<file path="src/rtl/plps_pkg.sv">
package plps_pkg;

  // field widths
  localparam int COORD_BITS = 24;
  localparam int DIST_W     = 48;
  localparam int PEAK_W     = COORD_BITS - 1;
  localparam int COUNT_W    = 32;

  // datapath widths: coordinate difference, root, radicand, partial remainder
  localparam int DIFF_W  = COORD_BITS + 1;
  localparam int ROOT_W  = DIFF_W;
  localparam int RAD_W   = 2 * ROOT_W;
  localparam int REM_W   = ROOT_W + 2;
  localparam int CNT_W   = $clog2(ROOT_W);

  // square phase: three axes, then a final step with no axis to fold in the last product
  localparam int SQ_LAST = 3;

  typedef logic signed [COORD_BITS-1:0] coord_t;

  typedef enum logic [2:0] {
    ST_IDLE,
    ST_SQUARE,
    ST_ROOT_INIT,
    ST_ROOT,
    ST_COMMIT
  } plps_state_t;

  typedef enum logic [1:0] {
    AXIS_X,
    AXIS_Y,
    AXIS_Z,
    AXIS_NONE
  } plps_axis_t;

  typedef struct packed {
    logic       load;
    logic       sq_en;
    plps_axis_t axis;
    logic       root_init;
    logic       root_step;
    logic       commit;
  } plps_cmd_t;

endpackage

</file>
<file path="src/rtl/plps_in_if.sv">
interface plps_in_if;
  import plps_pkg::*;

  logic   valid;
  logic   ready;
  coord_t pos_x;
  coord_t pos_y;
  coord_t pos_z;
  coord_t speed_sample;
  logic   new_track;

  modport source (
    output valid, pos_x, pos_y, pos_z, speed_sample, new_track,
    input  ready
  );

  modport sink (
    input  valid, pos_x, pos_y, pos_z, speed_sample, new_track,
    output ready
  );

endinterface

</file>
<file path="src/rtl/plps_out_if.sv">
interface plps_out_if;
  import plps_pkg::*;

  logic                valid;
  logic                ready;
  logic [DIST_W-1:0]   total_distance;
  logic [PEAK_W-1:0]   peak_speed;
  logic [COUNT_W-1:0]  points_seen;
  logic                distance_saturated;

  modport source (
    output valid, total_distance, peak_speed, points_seen, distance_saturated,
    input  ready
  );

  modport sink (
    input  valid, total_distance, peak_speed, points_seen, distance_saturated,
    output ready
  );

endinterface

</file>
<file path="src/rtl/plps_ctrl.sv">
module plps_ctrl (
  input  logic                clk,
  input  logic                rst_n,
  input  logic                in_valid,
  output logic                in_ready,
  output logic                out_valid,
  input  logic                out_ready,
  output plps_pkg::plps_cmd_t cmd
);
  import plps_pkg::*;

  plps_state_t        state_r, state_nxt;
  logic [CNT_W-1:0]   cnt_r, cnt_nxt;
  logic               out_valid_r, out_valid_nxt;

  always_ff @(posedge clk) begin
    if (!rst_n) begin
      state_r     <= ST_IDLE;
      cnt_r       <= '0;
      out_valid_r <= 1'b0;
    end else begin
      state_r     <= state_nxt;
      cnt_r       <= cnt_nxt;
      out_valid_r <= out_valid_nxt;
    end
  end

  always_comb begin
    state_nxt     = state_r;
    cnt_nxt       = cnt_r;
    out_valid_nxt = out_valid_r && !out_ready;
    in_ready      = 1'b0;
    cmd           = '0;
    cmd.axis      = AXIS_NONE;
    case (state_r)
      ST_IDLE: begin
        in_ready = 1'b1;
        if (in_valid) begin
          cmd.load  = 1'b1;
          cnt_nxt   = '0;
          state_nxt = ST_SQUARE;
        end
      end
      ST_SQUARE: begin
        cmd.sq_en = 1'b1;
        case (cnt_r[1:0])
          2'd0:    cmd.axis = AXIS_X;
          2'd1:    cmd.axis = AXIS_Y;
          2'd2:    cmd.axis = AXIS_Z;
          default: cmd.axis = AXIS_NONE;
        endcase
        cnt_nxt = cnt_r + 1'b1;
        if (cnt_r == CNT_W'(SQ_LAST)) begin
          cnt_nxt   = '0;
          state_nxt = ST_ROOT_INIT;
        end
      end
      ST_ROOT_INIT: begin
        cmd.root_init = 1'b1;
        cnt_nxt       = '0;
        state_nxt     = ST_ROOT;
      end
      ST_ROOT: begin
        cmd.root_step = 1'b1;
        cnt_nxt       = cnt_r + 1'b1;
        if (cnt_r == CNT_W'(ROOT_W - 1)) begin
          cnt_nxt   = '0;
          state_nxt = ST_COMMIT;
        end
      end
      ST_COMMIT: begin
        // wait for the output register to be free
        if (!out_valid_r || out_ready) begin
          cmd.commit    = 1'b1;
          out_valid_nxt = 1'b1;
          state_nxt     = ST_IDLE;
        end
      end
      default: begin
        state_nxt = ST_IDLE;
      end
    endcase
  end

  assign out_valid = out_valid_r;

endmodule

</file>
<file path="src/rtl/plps_dp.sv">
module plps_dp (
  input  logic                           clk,
  input  logic                           rst_n,
  input  plps_pkg::plps_cmd_t            cmd,
  input  plps_pkg::coord_t               pos_x,
  input  plps_pkg::coord_t               pos_y,
  input  plps_pkg::coord_t               pos_z,
  input  plps_pkg::coord_t               speed_sample,
  input  logic                           new_track,
  output logic [plps_pkg::DIST_W-1:0]    total_distance,
  output logic [plps_pkg::PEAK_W-1:0]    peak_speed,
  output logic [plps_pkg::COUNT_W-1:0]   points_seen,
  output logic                           distance_saturated
);
  import plps_pkg::*;

  localparam logic [DIST_W-1:0]  DIST_MAX  = '1;
  localparam logic [COUNT_W-1:0] COUNT_MAX = '1;

  // latched item
  coord_t x_r, y_r, z_r, s_r;

  // track state
  coord_t              last_x_r, last_y_r, last_z_r;
  logic                have_last_r;
  logic [DIST_W-1:0]   dist_r, dist_nxt;
  logic [PEAK_W-1:0]   peak_r, peak_nxt;
  logic [COUNT_W-1:0]  count_r, count_nxt;
  logic                sat_r, sat_nxt;

  // square and root working registers
  logic [RAD_W-1:0]    prod_r;
  logic [RAD_W-1:0]    sumsq_r;
  logic [RAD_W-1:0]    rad_r;
  logic [REM_W-1:0]    rem_r;
  logic [ROOT_W-1:0]   root_r;

  // result register
  logic [DIST_W-1:0]   total_distance_r;
  logic [PEAK_W-1:0]   peak_speed_r;
  logic [COUNT_W-1:0]  points_seen_r;
  logic                distance_saturated_r;

  logic signed [DIFF_W-1:0] cur_c, last_c, diff;
  logic [DIFF_W-1:0]        mag;
  logic [RAD_W-1:0]         prod_nxt;
  logic [REM_W-1:0]         rem_sh, trial;
  logic [DIST_W:0]          sum_ext;

  // one axis difference and magnitude per cycle
  always_comb begin
    case (cmd.axis)
      AXIS_X: begin
        cur_c  = DIFF_W'(x_r);
        last_c = DIFF_W'(last_x_r);
      end
      AXIS_Y: begin
        cur_c  = DIFF_W'(y_r);
        last_c = DIFF_W'(last_y_r);
      end
      AXIS_Z: begin
        cur_c  = DIFF_W'(z_r);
        last_c = DIFF_W'(last_z_r);
      end
      default: begin
        cur_c  = '0;
        last_c = '0;
      end
    endcase
    diff     = cur_c - last_c;
    mag      = diff[DIFF_W-1] ? DIFF_W'(-diff) : DIFF_W'(diff);
    prod_nxt = RAD_W'(mag) * RAD_W'(mag);
  end

  // two radicand bits per root bit
  assign rem_sh = {rem_r[REM_W-3:0], rad_r[RAD_W-1 -: 2]};
  assign trial  = {root_r, 2'b01};

  // commit values
  always_comb begin
    sum_ext   = {1'b0, dist_r} + (DIST_W + 1)'(root_r);
    dist_nxt  = dist_r;
    sat_nxt   = sat_r;
    peak_nxt  = peak_r;
    count_nxt = count_r;
    if (have_last_r) begin
      if (sum_ext >= {1'b0, DIST_MAX}) begin
        dist_nxt = DIST_MAX;
        sat_nxt  = 1'b1;
      end else begin
        dist_nxt = sum_ext[DIST_W-1:0];
      end
    end
    if (!s_r[COORD_BITS-1] && (s_r[PEAK_W-1:0] > peak_r)) begin
      peak_nxt = s_r[PEAK_W-1:0];
    end
    if (count_r != COUNT_MAX) begin
      count_nxt = count_r + 1'b1;
    end
  end

  // track state, cleared by reset or a new track
  always_ff @(posedge clk) begin
    if (!rst_n) begin
      last_x_r    <= '0;
      last_y_r    <= '0;
      last_z_r    <= '0;
      have_last_r <= 1'b0;
      dist_r      <= '0;
      peak_r      <= '0;
      count_r     <= '0;
      sat_r       <= 1'b0;
    end else if (cmd.load && new_track) begin
      have_last_r <= 1'b0;
      dist_r      <= '0;
      peak_r      <= '0;
      count_r     <= '0;
      sat_r       <= 1'b0;
    end else if (cmd.commit) begin
      last_x_r    <= x_r;
      last_y_r    <= y_r;
      last_z_r    <= z_r;
      have_last_r <= 1'b1;
      dist_r      <= dist_nxt;
      peak_r      <= peak_nxt;
      count_r     <= count_nxt;
      sat_r       <= sat_nxt;
    end
  end

  // payload and working registers
  always_ff @(posedge clk) begin
    if (cmd.load) begin
      x_r     <= pos_x;
      y_r     <= pos_y;
      z_r     <= pos_z;
      s_r     <= speed_sample;
      prod_r  <= '0;
      sumsq_r <= '0;
    end
    if (cmd.sq_en) begin
      prod_r  <= prod_nxt;
      sumsq_r <= sumsq_r + prod_r;
    end
    if (cmd.root_init) begin
      rad_r  <= sumsq_r;
      rem_r  <= '0;
      root_r <= '0;
    end
    if (cmd.root_step) begin
      rad_r <= {rad_r[RAD_W-3:0], 2'b00};
      if (rem_sh >= trial) begin
        rem_r  <= rem_sh - trial;
        root_r <= {root_r[ROOT_W-2:0], 1'b1};
      end else begin
        rem_r  <= rem_sh;
        root_r <= {root_r[ROOT_W-2:0], 1'b0};
      end
    end
    if (cmd.commit) begin
      total_distance_r     <= dist_nxt;
      peak_speed_r         <= peak_nxt;
      points_seen_r        <= count_nxt;
      distance_saturated_r <= sat_nxt;
    end
  end

  assign total_distance     = total_distance_r;
  assign peak_speed         = peak_speed_r;
  assign points_seen        = points_seen_r;
  assign distance_saturated = distance_saturated_r;

endmodule

</file>
<file path="src/rtl/path_length_and_peak_speed.sv">
// a point is taken only in idle, then runs load, square/accumulate on the shared multiplier
//   (one axis per step, then a final step to fold in the last product), setup, the 25-step
//   bit-serial square root (the longest phase) and commit; the next point waits for that commit
// out valid is registered and set by the commit, and holds until out ready
// a finished result waits in its own register, so the next point can be taken meanwhile
// reset (synchronous, active low) clears the previous point, totals, peak, count and flag
module path_length_and_peak_speed (
  input  logic       clk,
  input  logic       rst_n,
  plps_in_if.sink    in_ch,
  plps_out_if.source out_ch
);
  import plps_pkg::*;

  // command bundle from the sequencer to the datapath
  plps_cmd_t cmd;

  // sequencer: load, square each axis, root one bit a cycle, then commit
  plps_ctrl u_ctrl (
    .clk       (clk),
    .rst_n     (rst_n),
    .in_valid  (in_ch.valid),
    .in_ready  (in_ch.ready),
    .out_valid (out_ch.valid),
    .out_ready (out_ch.ready),
    .cmd       (cmd)
  );

  // datapath: segment length, saturating total, peak speed, point count
  plps_dp u_dp (
    .clk                (clk),
    .rst_n              (rst_n),
    .cmd                (cmd),
    .pos_x              (in_ch.pos_x),
    .pos_y              (in_ch.pos_y),
    .pos_z              (in_ch.pos_z),
    .speed_sample       (in_ch.speed_sample),
    .new_track          (in_ch.new_track),
    .total_distance     (out_ch.total_distance),
    .peak_speed         (out_ch.peak_speed),
    .points_seen        (out_ch.points_seen),
    .distance_saturated (out_ch.distance_saturated)
  );

endmodule

</file>
<file path="src/flat_wrapper.sv">
// flat-port wrapper written by rule: the top's interface ports become plain ports
module path_length_and_peak_speed_flat import plps_pkg::*;
  (clk, rst_n, in_ch_valid, in_ch_pos_x, in_ch_pos_y, in_ch_pos_z, in_ch_speed_sample, in_ch_new_track, in_ch_ready, out_ch_valid, out_ch_total_distance, out_ch_peak_speed, out_ch_points_seen, out_ch_distance_saturated, out_ch_ready);
  plps_in_if in_ch_i ();
  plps_out_if out_ch_i ();
  input  logic clk;
  input  logic rst_n;
  input wire logic [$bits(in_ch_i.valid)-1:0] in_ch_valid;
  input wire logic [$bits(in_ch_i.pos_x)-1:0] in_ch_pos_x;
  input wire logic [$bits(in_ch_i.pos_y)-1:0] in_ch_pos_y;
  input wire logic [$bits(in_ch_i.pos_z)-1:0] in_ch_pos_z;
  input wire logic [$bits(in_ch_i.speed_sample)-1:0] in_ch_speed_sample;
  input wire logic [$bits(in_ch_i.new_track)-1:0] in_ch_new_track;
  output wire logic [$bits(in_ch_i.ready)-1:0] in_ch_ready;
  output wire logic [$bits(out_ch_i.valid)-1:0] out_ch_valid;
  output wire logic [$bits(out_ch_i.total_distance)-1:0] out_ch_total_distance;
  output wire logic [$bits(out_ch_i.peak_speed)-1:0] out_ch_peak_speed;
  output wire logic [$bits(out_ch_i.points_seen)-1:0] out_ch_points_seen;
  output wire logic [$bits(out_ch_i.distance_saturated)-1:0] out_ch_distance_saturated;
  input wire logic [$bits(out_ch_i.ready)-1:0] out_ch_ready;
  assign in_ch_i.valid = in_ch_valid;
  assign in_ch_i.pos_x = in_ch_pos_x;
  assign in_ch_i.pos_y = in_ch_pos_y;
  assign in_ch_i.pos_z = in_ch_pos_z;
  assign in_ch_i.speed_sample = in_ch_speed_sample;
  assign in_ch_i.new_track = in_ch_new_track;
  assign in_ch_ready = in_ch_i.ready;
  assign out_ch_valid = out_ch_i.valid;
  assign out_ch_total_distance = out_ch_i.total_distance;
  assign out_ch_peak_speed = out_ch_i.peak_speed;
  assign out_ch_points_seen = out_ch_i.points_seen;
  assign out_ch_distance_saturated = out_ch_i.distance_saturated;
  assign out_ch_i.ready = out_ch_ready;
  path_length_and_peak_speed u_core (.clk(clk), .rst_n(rst_n), .in_ch(in_ch_i), .out_ch(out_ch_i));
endmodule
</file>
<file path="config.mk">
export PLATFORM = sky130hd
export DESIGN_NAME = path_length_and_peak_speed_flat
export DESIGN_NICKNAME = d
export VERILOG_FILES = /design/src/rtl/plps_pkg.sv /design/src/rtl/plps_in_if.sv /design/src/rtl/plps_out_if.sv /design/src/rtl/plps_ctrl.sv /design/src/rtl/plps_dp.sv /design/src/rtl/path_length_and_peak_speed.sv /design/src/flat_wrapper.sv
export SDC_FILE = /design/constraint.sdc
export NUM_CORES = 2
export LEC_CHECK = 0
export BUFFER_PORTS_ARGS = -buffer_cell sky130_fd_sc_hd__buf_2
export CORE_AREA = 10 10 322 324
export DETAILED_ROUTE_END_ITERATION = 12
export DIE_AREA = 0 0 332 334
export GPL_TIMING_DRIVEN = 1
export PLACE_DENSITY = 0.72
export SLEW_MARGIN = 20
export SYNTH_ARGS = -nofsm -noshare
export SYNTH_HDL_FRONTEND = slang
export SYNTH_SLANG_ARGS = --single-unit
</file>
<file path="constraint.sdc">
create_clock -name clk -period 20.1 [get_ports clk]
set_clock_uncertainty 0.2 [all_clocks]
set_input_delay 4.02 -clock clk [delete_from_list [all_inputs] [get_ports clk]]
set_output_delay 4.02 -clock clk [all_outputs]
set_load 0.02 [all_outputs]
</file>
==> metrics.txt <==
CP required=20230 ps; Core Area=0.09756 mm²; Worst Path Arrival=14520 ps; FF-to-FF Start=u_core.u_ctrl.state_r[2]$_SDFFE_PN0P_; Setup CP Type=reg -> reg; HPWL Detailed=92600 µm; antenna violations before repair=3; share of the synthesized area in the top cell type=24.66%; via/cell ratio=5.652; Worst setup SP type=flop; headroom to the max-slew limit=31.97%; Peak Freq=69.50 MHz; Critical Path Slowest Stage Cell=clkinv_1; Worst Setup EP=u_core.u_dp.prod_r[44]$_SDFFCE_PN0P_; Main synth FF type=edfxtp_1; Pins Over Slew Limit=0; GRT Total Usage=21.64%; CTS buffer count=61; worst hold path class=reg -> reg; DRT antenna net count=0; Critical Path Max Stage Delay=710 ps; vias in the first global route=37230; Synth area leader=edfxtp_1; setup TNS=0 ps; # IOs=207; CP max FO=48; Area growth, synth to finish=9.269%; CP top delay family=adder cells; post-synthesis instance area=0.04834 mm²; Hold-fix buffers, CTS=0; CTS tree=done; drt initial violations=3278; Setup crit end kind=flop; CP Depth=42; clock buffer depth=3; global route hottest layer=met2; synth cell count leaders=inv_1, nor2_1, nand2_1; H-tree depth=2; WL final=122000 µm; Synth async-reset ratio=0%; Worst-path clk slew=60 ps; RD Place Congestion=0.9409; cell mode on critical path=fa_1; layout cell share with drive strength beyond 1=8.485%; M2 GR Usage=37.35%; DRC viols=0; vias=36400; Post-synth EDFFs=397; Final period util=71.59%; post_cts resized=0; cell count after synthesis=4984; total grt overflow=0; clk sinks=585; crit path buf inv count=6; synth unique cells=82; Seq/Total Area, Yosys=32.45%; die area=0.1109 mm²; TritonRoute pass-1 iters=10; RSZ-0062 raised after global routing=false; Crit. Startpoint=u_core.u_ctrl.state_r[2]$_SDFFE_PN0P_; wire per inst=18.94 µm; root buf cell=clkbuf_16; syn avg cell area=9.699 µm²; M1 GR Usage=27.95%; IO Port Bufs=206; count leader, synth=inv_1; final hold viol count=0; postcts setup bufs=0; Starting Density=49.55%; fill count=8712; top cells by area, synth=edfxtp_1, fa_1, ha_1; status=completed; Critical R2R Capture=u_core.u_dp.prod_r[44]$_SDFFCE_PN0P_; pin count of the biggest net entering global routing=108; die height=334 µm; Setup Viol. Count Final=0; met3 Usage GRT=2.366%; maxcap violations=0; clock latency on the worst-skew pair=660 ps; Worst Hold Launch=u_core.u_dp.rad_r[1]$_SDFFE_PP0N_; Final min period=14390 ps; reg2reg path depth=42; Die X-Extent=332 µm; global-route wire length before repair=198400 µm; Worst-Margin Slew=1020 ps; R2R Setup Slk=5710 ps; Synth Warn #=0; row cnt=115; Nets=6005; Synth Register Bits=585
layer usage:
| metal | share of wire (%) | vias to the layer above |
|---|---|---|
| met5 | 0.012 | - |
| met4 | 3.8 | 2 |
| met3 | 6.0 | 255 |
| met2 | 49 | 1205 |
| met1 | 41 | 17880 |
| li1 | - | 17060 |
final cells by class:
class                   instances  area [µm²]  area share (%)
diodes                          3       7.507         0.01421
clock buffers                  80        1679           3.179
clock inverters                36       414.1          0.7841
inverters                     615        2316           4.385
multi-input cells            3580       29690           56.21
flip-flops and latches        585       15690           29.70
well taps                    1287        1610           3.049
repair buffers                254        1411           2.672
per-stage QoR:
step / util [%] / std cells / setup slack [ps] / instance area (µm²) / hold WS [ps]
after global routing: 54.14 / 6439 / 4511 / 52820 / 278.6
after detailed placement: 51.96 / 6320 / 5997 / 50690 / 237.2
final: 54.14 / 6440 / 5711 / 52820 / 242.6
after global placement: 51.95 / 6320 / 6421 / 50680 / 228.4
after floorplan: - / 5001 / 7824 / 48400 / 215.3
after CTS: 54.11 / 6436 / 5845 / 52780 / 245.6
worst register-to-register path: cells and delay by family, from the launching register on:
| kind | cells | cell delay [ps] |
|---|---|---|
| simple gates | 12 | 2930 |
| buf+inv | 6 | 1410 |
| fa+ha+maj | 10 | 4510 |
| xor+xnor | 1 | 200 |
| compound gates | 13 | 4440 |
| flops | 1 | 390 |
state kept, by name, summed over array words and instances (netlist names), 25 cells and up:
name                        flops
u_core.u_dp.total_distance     48
u_core.u_dp.root_r             25
u_core.u_dp.prod_r             49
u_core.u_dp.count_r            32
u_core.u_dp.rad_r              50
u_core.u_dp.rem_r              25
u_core.u_dp.points_seen        32
u_core.u_dp.sumsq_r            50
u_core.u_dp.dist_r             48
logic make-up after synthesis:
group | Yosys count | synth area share [%]
simple gates | 1543 | 14.11
compound gates | 874 | 12.25
buf+inv | 836 | 6.510
fa+ha+maj | 807 | 28.23
flops | 585 | 32.45
xor+xnor | 239 | 4.330
mux | 98 | 2.099
other cells | 2 | 0.01554
cells in the final DEF, fill, tap and decap left out, drive strengths merged, types with 10 or more instances in the layout:
master / instances
a2111oi: 12
a211o: 10
a211oi: 18
a21boi: 87
a21o: 106
a21oi: 243
a222oi: 48
a31oi: 25
and2: 23
and3: 34
and4: 10
buf: 254
clkbuf: 80
clkinv: 28
conb: 19
dfxtp: 188
edfxtp: 397
fa: 473
ha: 334
inv: 612
mux2: 27
mux2i: 71
nand2: 491
nand2b: 33
nand3: 71
nand4: 62
nor2: 604
nor2b: 34
nor3: 83
nor4: 18
o2111ai: 11
o211a: 25
o21a: 42
o21ai: 140
o21bai: 16
o31ai: 16
or2: 16
or3: 27
xnor2: 132
xor2: 107
worst min path at each step:
stage,to,depth (start not counted)
detailed placement,u_core.u_dp.rad_r[1]$_SDFFE_PP0N_,2
CTS,u_core.u_dp.rad_r[1]$_SDFFE_PP0N_,2
floorplan,u_core.u_dp.rad_r[0]$_SDFFE_PP0N_,2
finish,u_core.u_dp.rad_r[1]$_SDFFE_PP0N_,2
global route,u_core.u_dp.rad_r[1]$_SDFFE_PP0N_,2
global placement,u_core.u_dp.rad_r[1]$_SDFFE_PP0N_,2
Power is not shown: default switching activity piles up to over one toggle a cycle in this logic, so the estimate is an artifact.
